## config.mk

```make
export PLATFORM = sky130hd
export DESIGN_NAME = ees_front_flat
export DESIGN_NICKNAME = d
export VERILOG_FILES = /design/src/hw/rtl/ees_pkg.sv /design/src/hw/rtl/ees_if.sv /design/src/hw/rtl/ees_front.sv /design/src/flat_wrapper.sv
export SDC_FILE = /design/constraint.sdc
export NUM_CORES = 1
export LEC_CHECK = 0
export BUFFER_PORTS_ARGS = -buffer_cell sky130_fd_sc_hd__buf_2
export CAP_MARGIN = 20
export CORE_AREA = 2 2 106 108
export CTS_CLUSTER_DIAMETER = 60
export DETAILED_ROUTE_END_ITERATION = 7
export DIE_AREA = 0 0 108 110
export GPL_ROUTABILITY_DRIVEN = 1
export PLACE_DENSITY = 0.71
export SLEW_MARGIN = 15
export SYNTH_ARGS = -nofsm -noshare
export SYNTH_HDL_FRONTEND = slang
export SYNTH_SLANG_ARGS = --single-unit
```

## constraint.sdc

```tcl
create_clock -name i_clk -period 3.2 [get_ports i_clk]
set_input_delay 0.16 -clock i_clk [delete_from_list [all_inputs] [get_ports i_clk]]
set_output_delay 0.16 -clock i_clk [all_outputs]
set_load 0.03 [all_outputs]
```

## src/hw/rtl/ees_pkg.sv

```systemverilog
// Shared types and constants for the edge epoch sampler.
package ees_pkg;

    localparam int EDGE_COUNT   = 4096;
    localparam int FRAC_BITS    = 16;

    localparam int IDX_FIELD_W  = 12;
    localparam int PERIOD_W     = 32;
    localparam int EPOCH_W      = 16;
    localparam int RATE_W       = 8;
    localparam int NEG_W        = 8;

    localparam int IDX_W        = $clog2(EDGE_COUNT);
    localparam int ACC_W        = 32 + FRAC_BITS;
    localparam int DIV_W        = PERIOD_W + RATE_W;
    localparam int LOAD_STEPS   = PERIOD_W;
    localparam int VISIT_STEPS  = NEG_W;
    localparam int STEP_W       = $clog2(LOAD_STEPS);
    localparam int QUEUE_DEPTH  = 2;
    localparam int QPTR_W       = $clog2(QUEUE_DEPTH);
    localparam int QCNT_W       = $clog2(QUEUE_DEPTH + 1);

    localparam logic [RATE_W-1:0] RATE_RESET = 8'd5;
    localparam logic [NEG_W-1:0]  NEG_SAT    = 8'hFF;

    typedef logic [ACC_W-1:0] t_acc;
    typedef logic [DIV_W-1:0] t_div;

    typedef enum logic [1:0] {
        OP_NOP,
        OP_LOAD,
        OP_VISIT
    } t_op;

    typedef enum logic [1:0] {
        S_IDLE,
        S_CHK,
        S_DIV,
        S_WB
    } t_state;

    typedef struct packed {
        t_op                 op;
        logic [IDX_W-1:0]    addr;
        logic [PERIOD_W-1:0] period;
        logic [EPOCH_W-1:0]  epoch;
    } t_cmd;

    typedef struct packed {
        logic [PERIOD_W-1:0] period;
        logic [PERIOD_W-1:0] neg_period;
        t_acc                next_due;
        t_acc                next_neg_due;
    } t_entry;

endpackage

```

## src/hw/rtl/ees_if.sv

```systemverilog
// Request and response channel interfaces of the edge epoch sampler.
interface ees_req_if;
    logic                             valid;
    logic                             ready;
    logic                             req_type;
    logic [ees_pkg::IDX_FIELD_W-1:0]  edge_index;
    logic [ees_pkg::PERIOD_W-1:0]     period_value;
    logic [ees_pkg::EPOCH_W-1:0]      epoch;

    modport source (output valid, req_type, edge_index, period_value, epoch, input ready);
    modport sink   (input valid, req_type, edge_index, period_value, epoch, output ready);
endinterface


```

## src/hw/rtl/ees_front.sv

```systemverilog
// Front end: takes request transfers, classifies them and queues commands.
module ees_front (
    input  logic           i_clk,
    input  logic           i_rst_n,
    ees_req_if.sink        i_req,
    output logic           o_cmd_valid,
    output ees_pkg::t_cmd  o_cmd,
    input  logic           i_cmd_pop
);

    ees_pkg::t_cmd                r_q [ees_pkg::QUEUE_DEPTH];
    logic [ees_pkg::QPTR_W-1:0]   r_wptr, n_wptr;
    logic [ees_pkg::QPTR_W-1:0]   r_rptr, n_rptr;
    logic [ees_pkg::QCNT_W-1:0]   r_count, n_count;
    ees_pkg::t_cmd                new_cmd;
    logic [31:0]                  idx_ext;
    logic                         in_range;
    logic                         push;
    logic                         pop;

    always_comb begin
        idx_ext  = 32'(i_req.edge_index);
        in_range = idx_ext < 32'(ees_pkg::EDGE_COUNT);
        if (!in_range) begin
            new_cmd.op = ees_pkg::OP_NOP;
        end else if (i_req.req_type) begin
            new_cmd.op = ees_pkg::OP_VISIT;
        end else begin
            new_cmd.op = ees_pkg::OP_LOAD;
        end
        new_cmd.addr   = idx_ext[ees_pkg::IDX_W-1:0];
        new_cmd.period = i_req.period_value;
        new_cmd.epoch  = i_req.epoch;
    end

    assign i_req.ready = (r_count != ees_pkg::QCNT_W'(ees_pkg::QUEUE_DEPTH));
    assign push        = i_req.valid & i_req.ready;
    assign pop         = i_cmd_pop & o_cmd_valid;
    assign o_cmd_valid = (r_count != '0);
    assign o_cmd       = r_q[r_rptr];

    always_comb begin
        n_wptr  = r_wptr;
        n_rptr  = r_rptr;
        n_count = r_count;
        if (push) begin
            n_wptr = (r_wptr == ees_pkg::QPTR_W'(ees_pkg::QUEUE_DEPTH - 1)) ? '0
                                                                             : r_wptr + 1'b1;
        end
        if (pop) begin
            n_rptr = (r_rptr == ees_pkg::QPTR_W'(ees_pkg::QUEUE_DEPTH - 1)) ? '0
                                                                             : r_rptr + 1'b1;
        end
        case ({push, pop})
            2'b10:   n_count = r_count + 1'b1;
            2'b01:   n_count = r_count - 1'b1;
            default: n_count = r_count;
        endcase
    end

    always_ff @(posedge i_clk) begin
        if (!i_rst_n) begin
            r_wptr  <= '0;
            r_rptr  <= '0;
            r_count <= '0;
        end else begin
            r_wptr  <= n_wptr;
            r_rptr  <= n_rptr;
            r_count <= n_count;
        end
    end

    always_ff @(posedge i_clk) begin
        if (push) begin
            r_q[r_wptr] <= new_cmd;
        end
    end

endmodule

```

## src/flat_wrapper.sv

```systemverilog
// flat-port wrapper written by rule: the top's interface ports become plain ports
module ees_front_flat 
  (i_clk, i_rst_n, o_cmd_valid, o_cmd, i_cmd_pop, i_req_valid, i_req_req_type, i_req_edge_index, i_req_period_value, i_req_epoch, i_req_ready);
  ees_req_if i_req_i ();
  input  logic i_clk;
  input  logic i_rst_n;
  output logic o_cmd_valid;
  output ees_pkg::t_cmd o_cmd;
  input  logic i_cmd_pop;
  input wire logic [$bits(i_req_i.valid)-1:0] i_req_valid;
  input wire logic [$bits(i_req_i.req_type)-1:0] i_req_req_type;
  input wire logic [$bits(i_req_i.edge_index)-1:0] i_req_edge_index;
  input wire logic [$bits(i_req_i.period_value)-1:0] i_req_period_value;
  input wire logic [$bits(i_req_i.epoch)-1:0] i_req_epoch;
  output wire logic [$bits(i_req_i.ready)-1:0] i_req_ready;
  assign i_req_i.valid = i_req_valid;
  assign i_req_i.req_type = i_req_req_type;
  assign i_req_i.edge_index = i_req_edge_index;
  assign i_req_i.period_value = i_req_period_value;
  assign i_req_i.epoch = i_req_epoch;
  assign i_req_ready = i_req_i.ready;
  ees_front u_core (.i_clk(i_clk), .i_rst_n(i_rst_n), .i_req(i_req_i), .o_cmd_valid(o_cmd_valid), .o_cmd(o_cmd), .i_cmd_pop(i_cmd_pop));
endmodule
```

---- Yosys cells after proc, flatten, opt, wreduce, memory -nomap -nowiden ----
Memory sizes are Yosys's and may differ from the RTL's. A register that Yosys moved wholly into a read port is not among the register bits.
Index checks and enable logic that the tools add are counted.
storage, ports and cells
  memories ................................ 1
  input port bits ......................... 65
  word-level logic and storage cells ...... 23
  output and inout bits ................... 64
  memory bits (writable) .................. 124
  flip-flop bits (word level) ............. 4
operators by class
  $add $sub $neg .......................... 4
  equality and inequality tests ........... 3
  bitwise logic cells ..................... 2
  reductions and logical operators ........ 2
  muxes and demuxes ....................... 8
memory list
  memory      depth  width  rd ports  clocked after Yosys merged registers in  wr ports  RTL line         RTL
  u_core.r_q  2      62     1         1                                        1         ees_front.sv:11  ees_pkg::t_cmd r_q [ees_pkg::QUEUE_DEPTH];
operators with widths
  cell                 number
  $mux 1               6
  $pmux 2 s2           1
  $reduce_bool 2->1    2
  $add 1x1->1 const B  2
  $add 2x1->2 const B  1
  $and 1x1->1          2
  $eq 2x1->1 const B   1
  $eq 2x2->1 const B   1
  $mux 2               1
  $ne 2x2->1 const B   1
  $sub 2x1->2 const B  1

---- Longest topological paths before layout ----
  depth after elaboration ................. 4
  depth in mapped cells ................... 6
  gate-level depth less buffers ........... 6

---- Worst setup path after synthesis ----
No wires, ideal clock.
  kind .................................... register -> register
  start ................................... register u_core.r_count[0] (netlist name)
  end ..................................... memory u_core.r_q[1][0] (netlist name) (enable)
  stages on the path, launching flop included .. 3
  arrival time ............................ 2.337 ns
  data required time ...................... 2.773 ns
  path slack .............................. 0.436 ns
  path through ............................ dfxtp_1 nand2b_1 and3_1
on the way
  cells in the longest elaborated chain, start to end .. 4
RTL lines
  element                       RTL line            RTL
  start, declared               ees_front.sv:14     logic [ees_pkg::QCNT_W-1:0] r_count, n_count;
  start signal, assigned        ees_front.sv:69     r_count <= n_count;
  $ne 2x2->1                    ees_front.sv:36     assign i_req.ready = (r_count != ees_pkg::QCNT_W'(ees_pkg::QUEUE_DEPTH));
  via i_req_ready               flat_wrapper.sv:15  output wire logic [$bits(i_req_i.ready)-1:0] i_req_ready;
  $and 1x1->1                   ees_front.sv:37     assign push = i_req.valid & i_req.ready;
  $mux 1                        ees_front.sv:74     if (push) begin
  $mux 1 (not written as such)  ees_front.sv:75     r_q[r_wptr] <= new_cmd;
  end, declared                 ees_front.sv:11
The timed path passes the listed nets, and every way through them passes these cells.

==> flow_summary.toml <==
[clock_network]
numCtsBuffers = 17
h-tree-depth = 4
cts.sinks = 129
clk_latency_ns = 0.49
ctsLongestPathBuffers = 2
cts-root-buf = "clkbuf_8"
cts_tree = "built"
cts.clk_slew.worst_paths_ns = 0.05

[die]
die-area_um2 = 11880
die_h_um = 110
io_pins = 129
rows = 38
coreArea_um2 = 10700
start_util_pct = 43.89
die_w_um = 108

[cells_and_area]
drive_above_1_share_pct = 51.72
antennaDiodeCount = 0
area_growth_pct = 42.42
finalNetCount = 490
fin_util_pct = 62.51

[logic_synthesis]
ys_async_sr_fraction_pct = 0
synth.area.top_cells = "edfxtp_1, mux2_2, dfxtp_1, buf_2, xnor2_1"
synth_top_cell_by_area = "edfxtp_1"
ys_types = 20
syn_area_um2 = 4696
ys_ff_latch = 129
synthFlopType = "edfxtp_1"
ys_warn_count = 0
synth_cells = 218
synth_top_area_share_pct = 79.30
synth_edf_count = 124
synth.avg_cell_area_um2 = 21.54
yosysSeqAreaShare_pct = 81.43
yosysMostFrequentCell = "edfxtp_1"
synth_common_cells = "edfxtp_1, mux2_2, buf_2"
syn_nets = 284

[critical_path]
crit_chain = "buf_12, mux2_2, buf_2"
arrival_ns = 2.16
cpMaxStageDelayCell = "dfxtp_2"
cp-end-kind = "output pin"
critPathMaxFanout = 36
cp-start-kind = "flip-flop"
required_ns = 3.04
criticalPathCategory = "reg -> out"
max_stage_delay_ns = 0.77

[sta]
slew_viol_final = 0
worst_slew_pin_slew_ns = 0.6914
fmax_mhz = 431.8
relSlewSlack_pct = 53.91
finalCriticalPeriod_ns = 2.316
hold_viol = 0
period_share_pct = 72.37
finalSetupViolCount = 0
rsz0062_at_grt = "no"
fin_worst_skew_ns = 0.004321
setup_tns_ns = 0

[global_routing]
grt_pass1_wl_mm = 12.75
grt.overflow.total = 0
track_usage_pct = 14.72
grt_antenna_before_repair = 0
grt_pass1_vias = 2718
grt_max_degree = 37

[drt]
via_per_inst = 4.575
drtPass1Iterations = 4
wl_per_cell_um = 14.66
totalWireLength_mm = 8.456
drtIter0Drc = 95
drc = 0
vias = 2640
ant_nets = 0

[outcome]
status = "complete, no violations"

[pwr]
peakVddDrop_mv = 0.4474
p_total_mw = 5.562
p_leak_nw = 2.534
powerDensity_nw_per_um2 = 831.6

[placed_design]
portBuffers = 128
gp_congestion = 0.6821
dp_hpwl_mm = 4.959

[hold_path]
worstHoldPathType = "in -> reg"

[run]
cap_violations = 0
[stage by stage]
step                setup WS, ns  std cells  hold WS (ns)  instance area (µm²)
floorplan                 0.4359        218        0.2589                 4696
global placement           1.316        482        0.3484                 5539
detailed placement         1.230        482        0.3518                 5539
CTS                       0.8221        577       0.08646                 6688
global route              0.7375        577        0.1009                 6688
finish                    0.8842        577        0.1065                 6688
[worst max-delay path, delay by kind of cell, from the launching register on]
kind	cells	cell delay, ns
buffers and inverters	2	0.49
flip-flops	1	0.77
multiplexers	1	0.37
[what timing repair did]
action / 4_1_cts / 5_1_grt
setup buffers: 0 / 0
gates resized for setup: 0 / 0
setup endpoints to repair: 0 / 0
hold endpoints to repair: 129 / 0
hold buffers: 63 / 0
[placed cells by master, fill, tap and decap left out, types with 2 or more instances in the layout]
cell           count
clkinvlp_4         2
clkinv_2           7
buf_12             3
dfxtp_1            4
mux2_2            62
nor2b_1            2
clkinv_1           2
clkbuf_16         16
xnor2_1            3
edfxtp_1         124
clkbuf_1           2
dlygate4sd3_1     63
buf_2            128
[layer usage]
metal	track usage, %	routed length [µm]	part of all wire [%]	up-vias
met2	24.66	4238	50	86
met4	6.319	107	1.3	0
met1	16.86	3614	43	1265
met5	0	0	0	-
li1	-	-	-	1277
met3	5.879	495	5.9	12
[layout make-up]
class	count	area [µm²]
Clock inverter	13	96.34
Timing Repair Buffer	194	1331
Multi-Input combinational cell	80	830.8
Sequential cell	129	3825
Tap cell	140	175.2
Inverter	2	7.507
Fill cell	795	4010
Clock buffer	19	421.7
[state kept, by name, indices dropped and copies added, names as in the netlist, named ones only]
| signal | flops |
|---|---|
| u_core.r_rptr | 1 |
| u_core.r_count | 2 |
| u_core.r_wptr | 1 |
| u_core.r_q | 124 |
[kinds of logic (layout without fill, tap and decap cells)]
family          after synthesis  after routing  share of synthesized area, %
flops                       129            129                         81.43
buf+inv                       9            228                        0.9059
fa+ha+maj                     1              1                        0.2664
compound gates                5              5                        0.7994
simple gates                  9              9                         1.173
mux                          62             62                         14.87
xor+xnor                      3              3                        0.5597
[worst paths after layout]
check | start | endpoint | slack, ns | cells past startpoint
min | i_cmd_pop | flip-flop | 0.11 | 4
min reg2reg | u_core.r_rptr | flip-flop | 0.54 | 2
max reg2reg | u_core.r_count[0] | u_core.r_q[1][47] | 1.26 | 3
max | flip-flop | o_cmd[59] | 0.88 | 3
[power by group]
part	switching, mW	internal [mW]
Clock	0.630	1.01
Sequential	0.112	2.14
Combinational	1.03	0.642
(Power assumes the default switching activity.)
